--- src/rtl/wfba_pkg.sv ---
// wfba_pkg: shared constants and controller/datapath link types for the
// worst-fit block allocator. No dependencies.
package wfba_pkg;

  localparam int MAX_BLOCKS_DEF = 64;
  localparam int SIZE_BITS_DEF  = 16;
  localparam int REQ_W          = 16;
  localparam int INDEX_W        = 6;

  typedef struct packed {
    logic start;
    logic issue;
    logic finish;
  } cmd_t;

  typedef struct packed {
    logic in_alloc;
    logic empty;
    logic scan_last;
    logic out_free;
  } sts_t;

endpackage

--- src/rtl/worst_fit_block_allocator.sv ---
// worst_fit_block_allocator: top level joining controller and datapath.
// Depends on wfba_pkg, wfba_ctrl and wfba_dp.
//
// Usage:
//   Input channel (in_valid/in_ready) carries mode, request_size and
//   last_request. mode 0 appends a free block of that size; mode 1 asks for
//   the largest free block of at least that size (lowest index on a tie).
//   Output channel (out_valid/out_ready) returns ok, block_index and
//   batch_end, one result per input transfer, in order.
//   A load, or an allocation on an empty table, goes straight to its final
//   step; an allocation with N blocks loaded first scans all N entries. The
//   scan reads one table entry per cycle through the single read port of
//   the block memory and one comparator.
//   One item is in work at a time; the next input transfer is taken the
//   cycle after a result is written to the output register.
//   When the receiver stalls, one finished result waits in the output
//   register and the next item runs up to its final step, then holds.
//   Reset empties the table and the output register; no clearing pass.
module worst_fit_block_allocator #(
  parameter int MAX_BLOCKS = wfba_pkg::MAX_BLOCKS_DEF,
  parameter int SIZE_BITS  = wfba_pkg::SIZE_BITS_DEF
) (
  input  logic                         clk,
  input  logic                         rst,
  input  logic                         in_valid,
  output logic                         in_ready,
  input  logic                         mode,
  input  logic [wfba_pkg::REQ_W-1:0]   request_size,
  input  logic                         last_request,
  output logic                         out_valid,
  input  logic                         out_ready,
  output logic                         ok,
  output logic [wfba_pkg::INDEX_W-1:0] block_index,
  output logic                         batch_end
);

  wfba_pkg::cmd_t cmd;
  wfba_pkg::sts_t sts;

  wfba_ctrl u_ctrl (
    .clk      (clk),
    .rst      (rst),
    .in_valid (in_valid),
    .in_ready (in_ready),
    .sts      (sts),
    .cmd      (cmd)
  );

  wfba_dp #(
    .MAX_BLOCKS (MAX_BLOCKS),
    .SIZE_BITS  (SIZE_BITS)
  ) u_dp (
    .clk          (clk),
    .rst          (rst),
    .mode         (mode),
    .request_size (request_size),
    .last_request (last_request),
    .out_ready    (out_ready),
    .out_valid    (out_valid),
    .ok           (ok),
    .block_index  (block_index),
    .batch_end    (batch_end),
    .cmd          (cmd),
    .sts          (sts)
  );

`ifndef ASSERT_OFF
  a_finish_slot_free: assert property (@(posedge clk) disable iff (rst)
    cmd.finish |-> (!out_valid || out_ready))
    else $error("result written over a stalled transfer");

  a_busy_after_accept: assert property (@(posedge clk) disable iff (rst)
    (in_valid && in_ready) |=> !in_ready)
    else $error("second item taken while one is in work");

  a_no_scan_when_idle: assert property (@(posedge clk) disable iff (rst)
    cmd.issue |-> !in_ready)
    else $error("table read issued while idle");
`endif

endmodule

--- src/rtl/wfba_ctrl.sv ---
// wfba_ctrl: sequencing state machine for the worst-fit block allocator.
// Depends on wfba_pkg for the command and status types.
module wfba_ctrl (
  input  logic            clk,
  input  logic            rst,
  input  logic            in_valid,
  output logic            in_ready,
  input  wfba_pkg::sts_t  sts,
  output wfba_pkg::cmd_t  cmd
);

  localparam logic [1:0] ST_IDLE   = 2'd0;
  localparam logic [1:0] ST_SCAN   = 2'd1;
  localparam logic [1:0] ST_DRAIN  = 2'd2;
  localparam logic [1:0] ST_FINISH = 2'd3;

  logic [1:0] state;
  logic [1:0] state_next;

  always_comb begin
    state_next = state;
    cmd        = '0;
    in_ready   = 1'b0;
    case (state)
      ST_IDLE: begin
        in_ready = !rst;
        if (in_valid && !rst) begin
          cmd.start  = 1'b1;
          state_next = (sts.in_alloc && !sts.empty) ? ST_SCAN : ST_FINISH;
        end
      end
      ST_SCAN: begin
        cmd.issue = 1'b1;
        if (sts.scan_last) begin
          state_next = ST_DRAIN;
        end
      end
      ST_DRAIN: begin
        state_next = ST_FINISH;
      end
      ST_FINISH: begin
        if (sts.out_free) begin
          cmd.finish = 1'b1;
          state_next = ST_IDLE;
        end
      end
      default: begin
        state_next = ST_IDLE;
      end
    endcase
  end

  always_ff @(posedge clk) begin
    if (rst) begin
      state <= ST_IDLE;
    end else begin
      state <= state_next;
    end
  end

endmodule

--- src/rtl/wfba_dp.sv ---
// wfba_dp: block table memory, scan comparator, best-candidate registers
// and output register of the worst-fit block allocator. Depends on wfba_pkg.
module wfba_dp #(
  parameter int MAX_BLOCKS = wfba_pkg::MAX_BLOCKS_DEF,
  parameter int SIZE_BITS  = wfba_pkg::SIZE_BITS_DEF
) (
  input  logic                         clk,
  input  logic                         rst,
  input  logic                         mode,
  input  logic [wfba_pkg::REQ_W-1:0]   request_size,
  input  logic                         last_request,
  input  logic                         out_ready,
  output logic                         out_valid,
  output logic                         ok,
  output logic [wfba_pkg::INDEX_W-1:0] block_index,
  output logic                         batch_end,
  input  wfba_pkg::cmd_t               cmd,
  output wfba_pkg::sts_t               sts
);

  localparam int IDX_W = (MAX_BLOCKS > 1) ? $clog2(MAX_BLOCKS) : 1;
  localparam int CNT_W = $clog2(MAX_BLOCKS + 1);
  localparam logic [CNT_W-1:0] MAX_CNT = CNT_W'(MAX_BLOCKS);

  // each entry: in-use flag above the block size
  logic [SIZE_BITS:0] mem [MAX_BLOCKS];

  logic                          mode_q;
  logic [SIZE_BITS-1:0]          size_q;
  logic                          last_q;
  logic [CNT_W-1:0]              count;
  logic [IDX_W-1:0]              ptr;
  logic                          rd_vld;
  logic [IDX_W-1:0]              rd_idx;
  logic [SIZE_BITS:0]            rd_data;
  logic                          found;
  logic [IDX_W-1:0]              best_idx;
  logic [SIZE_BITS-1:0]          best_size;

  logic [SIZE_BITS+wfba_pkg::REQ_W-1:0] size_ext;
  logic                          take;
  logic                          load_ok;
  logic                          res_ok;
  logic [IDX_W-1:0]              res_idx;
  logic [wfba_pkg::INDEX_W+IDX_W-1:0] idx_ext;
  logic                          mem_we;
  logic [SIZE_BITS:0]            mem_wdata;

  assign size_ext = {{SIZE_BITS{1'b0}}, request_size};
  assign take = rd_vld && !rd_data[SIZE_BITS] && (rd_data[SIZE_BITS-1:0] >= size_q)
                && (!found || (rd_data[SIZE_BITS-1:0] > best_size));
  assign load_ok   = count < MAX_CNT;
  assign res_ok    = mode_q ? found : load_ok;
  assign res_idx   = mode_q ? best_idx : count[IDX_W-1:0];
  assign idx_ext   = {{wfba_pkg::INDEX_W{1'b0}}, res_idx};
  assign mem_we    = cmd.finish && res_ok;
  assign mem_wdata = mode_q ? {1'b1, best_size} : {1'b0, size_q};

  assign sts.in_alloc  = mode;
  assign sts.empty     = (count == '0);
  assign sts.scan_last = ((CNT_W'(ptr) + CNT_W'(1)) == count);
  assign sts.out_free  = !out_valid || out_ready;

  // table memory
  always_ff @(posedge clk) begin
    if (mem_we) begin
      mem[res_idx] <= mem_wdata;
    end
    if (cmd.issue) begin
      rd_data <= mem[ptr];
    end
  end

  // item and scan registers
  always_ff @(posedge clk) begin
    if (cmd.start) begin
      mode_q <= mode;
      size_q <= size_ext[SIZE_BITS-1:0];
      last_q <= last_request;
      ptr    <= '0;
    end else if (cmd.issue) begin
      ptr <= ptr + IDX_W'(1);
    end
    if (cmd.issue) begin
      rd_idx <= ptr;
    end
    if (take) begin
      best_idx  <= rd_idx;
      best_size <= rd_data[SIZE_BITS-1:0];
    end
    if (cmd.finish) begin
      ok          <= res_ok;
      block_index <= res_ok ? idx_ext[wfba_pkg::INDEX_W-1:0] : '0;
      batch_end   <= last_q;
    end
  end

  always_ff @(posedge clk) begin
    if (rst) begin
      count     <= '0;
      rd_vld    <= 1'b0;
      found     <= 1'b0;
      out_valid <= 1'b0;
    end else begin
      rd_vld <= cmd.issue;
      if (cmd.start) begin
        found <= 1'b0;
      end else if (take) begin
        found <= 1'b1;
      end
      if (cmd.finish && !mode_q && load_ok) begin
        count <= count + CNT_W'(1);
      end
      if (cmd.finish) begin
        out_valid <= 1'b1;
      end else if (out_ready) begin
        out_valid <= 1'b0;
      end
    end
  end

endmodule
--- config.mk ---
export PLATFORM = sky130hd
export DESIGN_NAME = worst_fit_block_allocator
export DESIGN_NICKNAME = d
export VERILOG_FILES = /design/src/rtl/wfba_pkg.sv /design/src/rtl/worst_fit_block_allocator.sv /design/src/rtl/wfba_ctrl.sv /design/src/rtl/wfba_dp.sv
export SDC_FILE = /design/constraint.sdc
export NUM_CORES = 1
export LEC_CHECK = 0
export BUFFER_PORTS_ARGS = -buffer_cell sky130_fd_sc_hd__buf_2
export CORE_MARGIN = 3
export CORE_UTILIZATION = 45
export DETAILED_ROUTE_END_ITERATION = 10
export GPL_TIMING_DRIVEN = 0
export HOLD_SLACK_MARGIN = 0.06
export PLACE_DENSITY_LB_ADDON = 0.1
export SLEW_MARGIN = 20
export SYNTH_ARGS = -nofsm -noshare
export SYNTH_HDL_FRONTEND = slang
export SYNTH_SLANG_ARGS = --single-unit
--- constraint.sdc ---
create_clock -name clk -period 11.5 [get_ports clk]
set_input_delay 2.3 -clock clk [delete_from_list [all_inputs] [get_ports clk]]
set_output_delay 2.3 -clock clk [all_outputs]
set_load 0.01 [all_outputs]
==> impl_metrics.ini <==
[route]
routed_via_density = 5.94
detail_route.wirelength_um = 123000
num_vias = 22800
detail_route.drc_violations = 0
postRouteAntennaNets = 0
drt_iter0_markers = 2468
drt_pass1_iterations = 5
wl_per_cell_um = 32.0

[setup_path]
timing.critical_path.fanout_max = 11
worstPathRequired_ns = 11.91
critical_path_source_type = input port
crit_arrival_ns = 5.88
path_delay_family = simple AND/OR/NAND/NOR gates
critical-path-max-stage-delay_ns = 1.06
critPathSlowestCell = nand2_1
worst_setup_path_end_kind = register
worstPathBufferInverterCount = 2
crit_chain = buf_2 > nor2b_1 > nand2b_1 > a2111oi_1 > nand2_1 > nor2_2 > buf_6
timing.setup.critical_path_class = input port to register

[floorplan]
floorplan.core_area_um2 = 101000
die_area_um2 = 106000
ios = 32
starting_utilization_of_the_core_area = 0.457
die_w_um = 325
num_rows = 116
die_y_um = 325

[sta]
maxSlewHeadroom = 0.185
period_share = 0.476
timing.fmax_mhz = 183
setup_repair_after_global_routing_missed_its_margin = no
hold_violations = 0
min_period_ns = 5.48
setup_failing_eps_final = 0
totalNegativeSetupSlack_ns = 0
worst-slew-pin-transition_ns = 1.22
finClkSkew_ns = 0.0383
timing.final.max_slew_violations = 0

[synthesis]
synth.net_count = 2201
postSynthCellCount = 2140
post_synth_main_area_contributors = edfxtp_1 (76%), mux4_2 (15%), ha_1 (1.1%), dfxtp_1 (0.78%), nor2_1 (0.78%)
synth-seq-area-share = 0.766
synth_edf_count = 1159
synth.lib_cells_used.distinct = 49
ys_dominant_reg_cell = edfxtp_1
syn_avg_cell_area_um2 = 21.5
yosys.area.top_type = edfxtp_1
synth.ff_latch_count = 1177
area_share_of_the_largest_cell_type_after_synthesis = 0.758
yosysWarningCount = 0
syn-cell-area_um2 = 45900
async_flop_share = 0

[power]
combinationalPowerShare = 0.227
cellInternalPower_mw = 8.39
pwr-share-clk = 0.347
power-per-cell-area_nw_per_um2 = 215
fin_total_pwr_mw = 11.6
power.static_leakage_nw = 16.9
peakVddDrop_mv = 0.132
netSwitchingPower_mw = 3.17
power.share.switching = 0.274
pwr-share-seq = 0.426

[outcome]
run_status = finished clean

[global_route]
grt_max_degree = 65
overall_overflow_remaining_after_global_route = 0
global_route_met1_usage = 0.343
antenna_violations_before_repair = 3
met3_usage = 0.0429
grt_first_pass_wirelength_um = 174000
grt_usage = 0.233
busiest_layer = met2
grt_pass1_vias = 23000
grt_util_met2 = 0.363

[finish]
mostFrequentLayoutCell = edfxtp_1
final_core_util = 0.535
area_delta_synth_final_pct = 17.2
share_of_layout_cells_above_drive_strength_1 = 0.295
layout_common_cells = edfxtp_1 (1159), mux4_2 (306), clkbuf_16 (120), clkbuf_1 (72), nand2_1 (60)
num-nets-final = 2432

[worst_hold_path]
worstHoldPathType = register to register

[cts]
numCtsBuffers = 119
tritoncts_clock_tree = yes
cts.repair.resized = 0
ctsHoldBuffers = 0
ctsRootBufferMaster = clkbuf_16
cts.path.max_buffers = 3
clkSlewWorstSetupHoldPaths_ns = 0.06
setup_bufs_post_cts = 0
numClockSinks = 1177
cts_max_level = 3
worst_skew_pair.late_latency_ns = 0.72

[placed_design]
detailedPlacementHpwl_um = 83400
port_buffers = 31
place.gp.congestion = 0.837

[run]
max-cap-violations = 0
stage by stage:
step / setup slack [ns] / cells / hold WS, ns / instance area (um^2)
3_5_place_dp: 5.60 / 3607 / 0.405 / 49800
4_1_cts: 6.35 / 3832 / 0.419 / 53800
6_report: 6.02 / 3834 / 0.420 / 53800
5_1_grt: 5.91 / 3832 / 0.434 / 53800
3_3_place_gp: 0.331 / 3528 / 0.405 / 47800
2_1_floorplan: 6.45 / 2140 / 0.400 / 45900
kinds of logic (layout without fill, tap and decap cells):
group / after synthesis / after routing / synth area share
DFF: 1177 / 1177 / 0.766
buffers and inverters: 156 / 491 / 0.0156
muxes: 332 / 332 / 0.156
xor gates and xnor gates: 15 / 15 / 0.00286
adders and majority gates: 39 / 39 / 0.0106
other: 0 / 2 / 0
and+or+nand+nor: 248 / 248 / 0.0246
AOI/OAI and AO/OA: 173 / 173 / 0.0246
per-layer routing:
layer  vias up  routed length (um)
met5         -                   0
met4         0                3210
met3       165                7940
met2       790               57600
met1     12400               53900
li1       9428                   -
synth_stat cells (2+ instances only):
cell type	instances
mux2_2	9
a211oi_1	20
buf_2	26
inv_1	45
and3_1	2
or3_1	5
mux2i_1	17
o21a_1	3
ha_1	39
a31oi_1	11
xor2_1	7
nand3_1	10
nand2_1	61
mux4_2	306
nor2_1	96
or2_2	2
o21ai_0	50
o22ai_1	26
xnor2_1	8
buf_4	10
and2_1	2
a21o_1	4
a21oi_1	15
o221ai_1	10
edfxtp_1	1159
buf_1	15
o32ai_1	8
nor2b_1	25
nand2b_1	8
nand4_1	9
buf_6	8
a22oi_1	17
nor3_1	22
nand3b_1	2
dfxtp_1	18
clkbuf_1	52
state kept, by name (all words and copies together) (netlist names), 2 cells and up:
| register | cells |
|---|---|
| u_dp.mem | 1088 |
| u_dp.rd_data | 17 |
| u_dp.best_size | 16 |
| u_dp.size_q | 16 |
| u_dp.count | 7 |
| u_dp.best_idx | 6 |
| u_dp.block_index | 6 |
| u_dp.ptr | 6 |
| u_dp.rd_idx | 6 |
| u_ctrl.state | 2 |
cell type report:
type                       count  area, um^2
inverter                      45         169
antenna                        2        5.00
timing repair buffer         110        1670
buffer                       111         552
clock buffer                 145        3130
sequential                  1177       35200
multi-input combinational    807       10500
tap                         1357        1700
fill                        7696       46800
clock inverter                80         925
final timing paths:
kind / start / end / slack (ns) / depth (start not counted)
worst max-delay path: out_ready / u_dp.mem[24][11] / 6.02 / 7
worst min-delay path: u_dp.rd_idx[2] / u_dp.best_idx[2] / 0.42 / 0
worst max register to register: u_dp.mode_q / u_dp.mem[24][11] / 6.99 / 7
worst min register to register: u_dp.rd_idx[2] / u_dp.best_idx[2] / 0.42 / 0
power groups by stage:
stage / Sequential (mW) / Combinational [mW] / Clock, mW
global placement: 5.09 / 2.49 / 0
detailed placement: 5.02 / 2.64 / 0
global route: 4.93 / 2.77 / 4.23
CTS: 4.93 / 2.65 / 4.07
finish: 4.93 / 2.62 / 4.01
floorplan: 5.03 / 1.63 / 0
No activity file was read; power rests on OpenSTA's default activity.
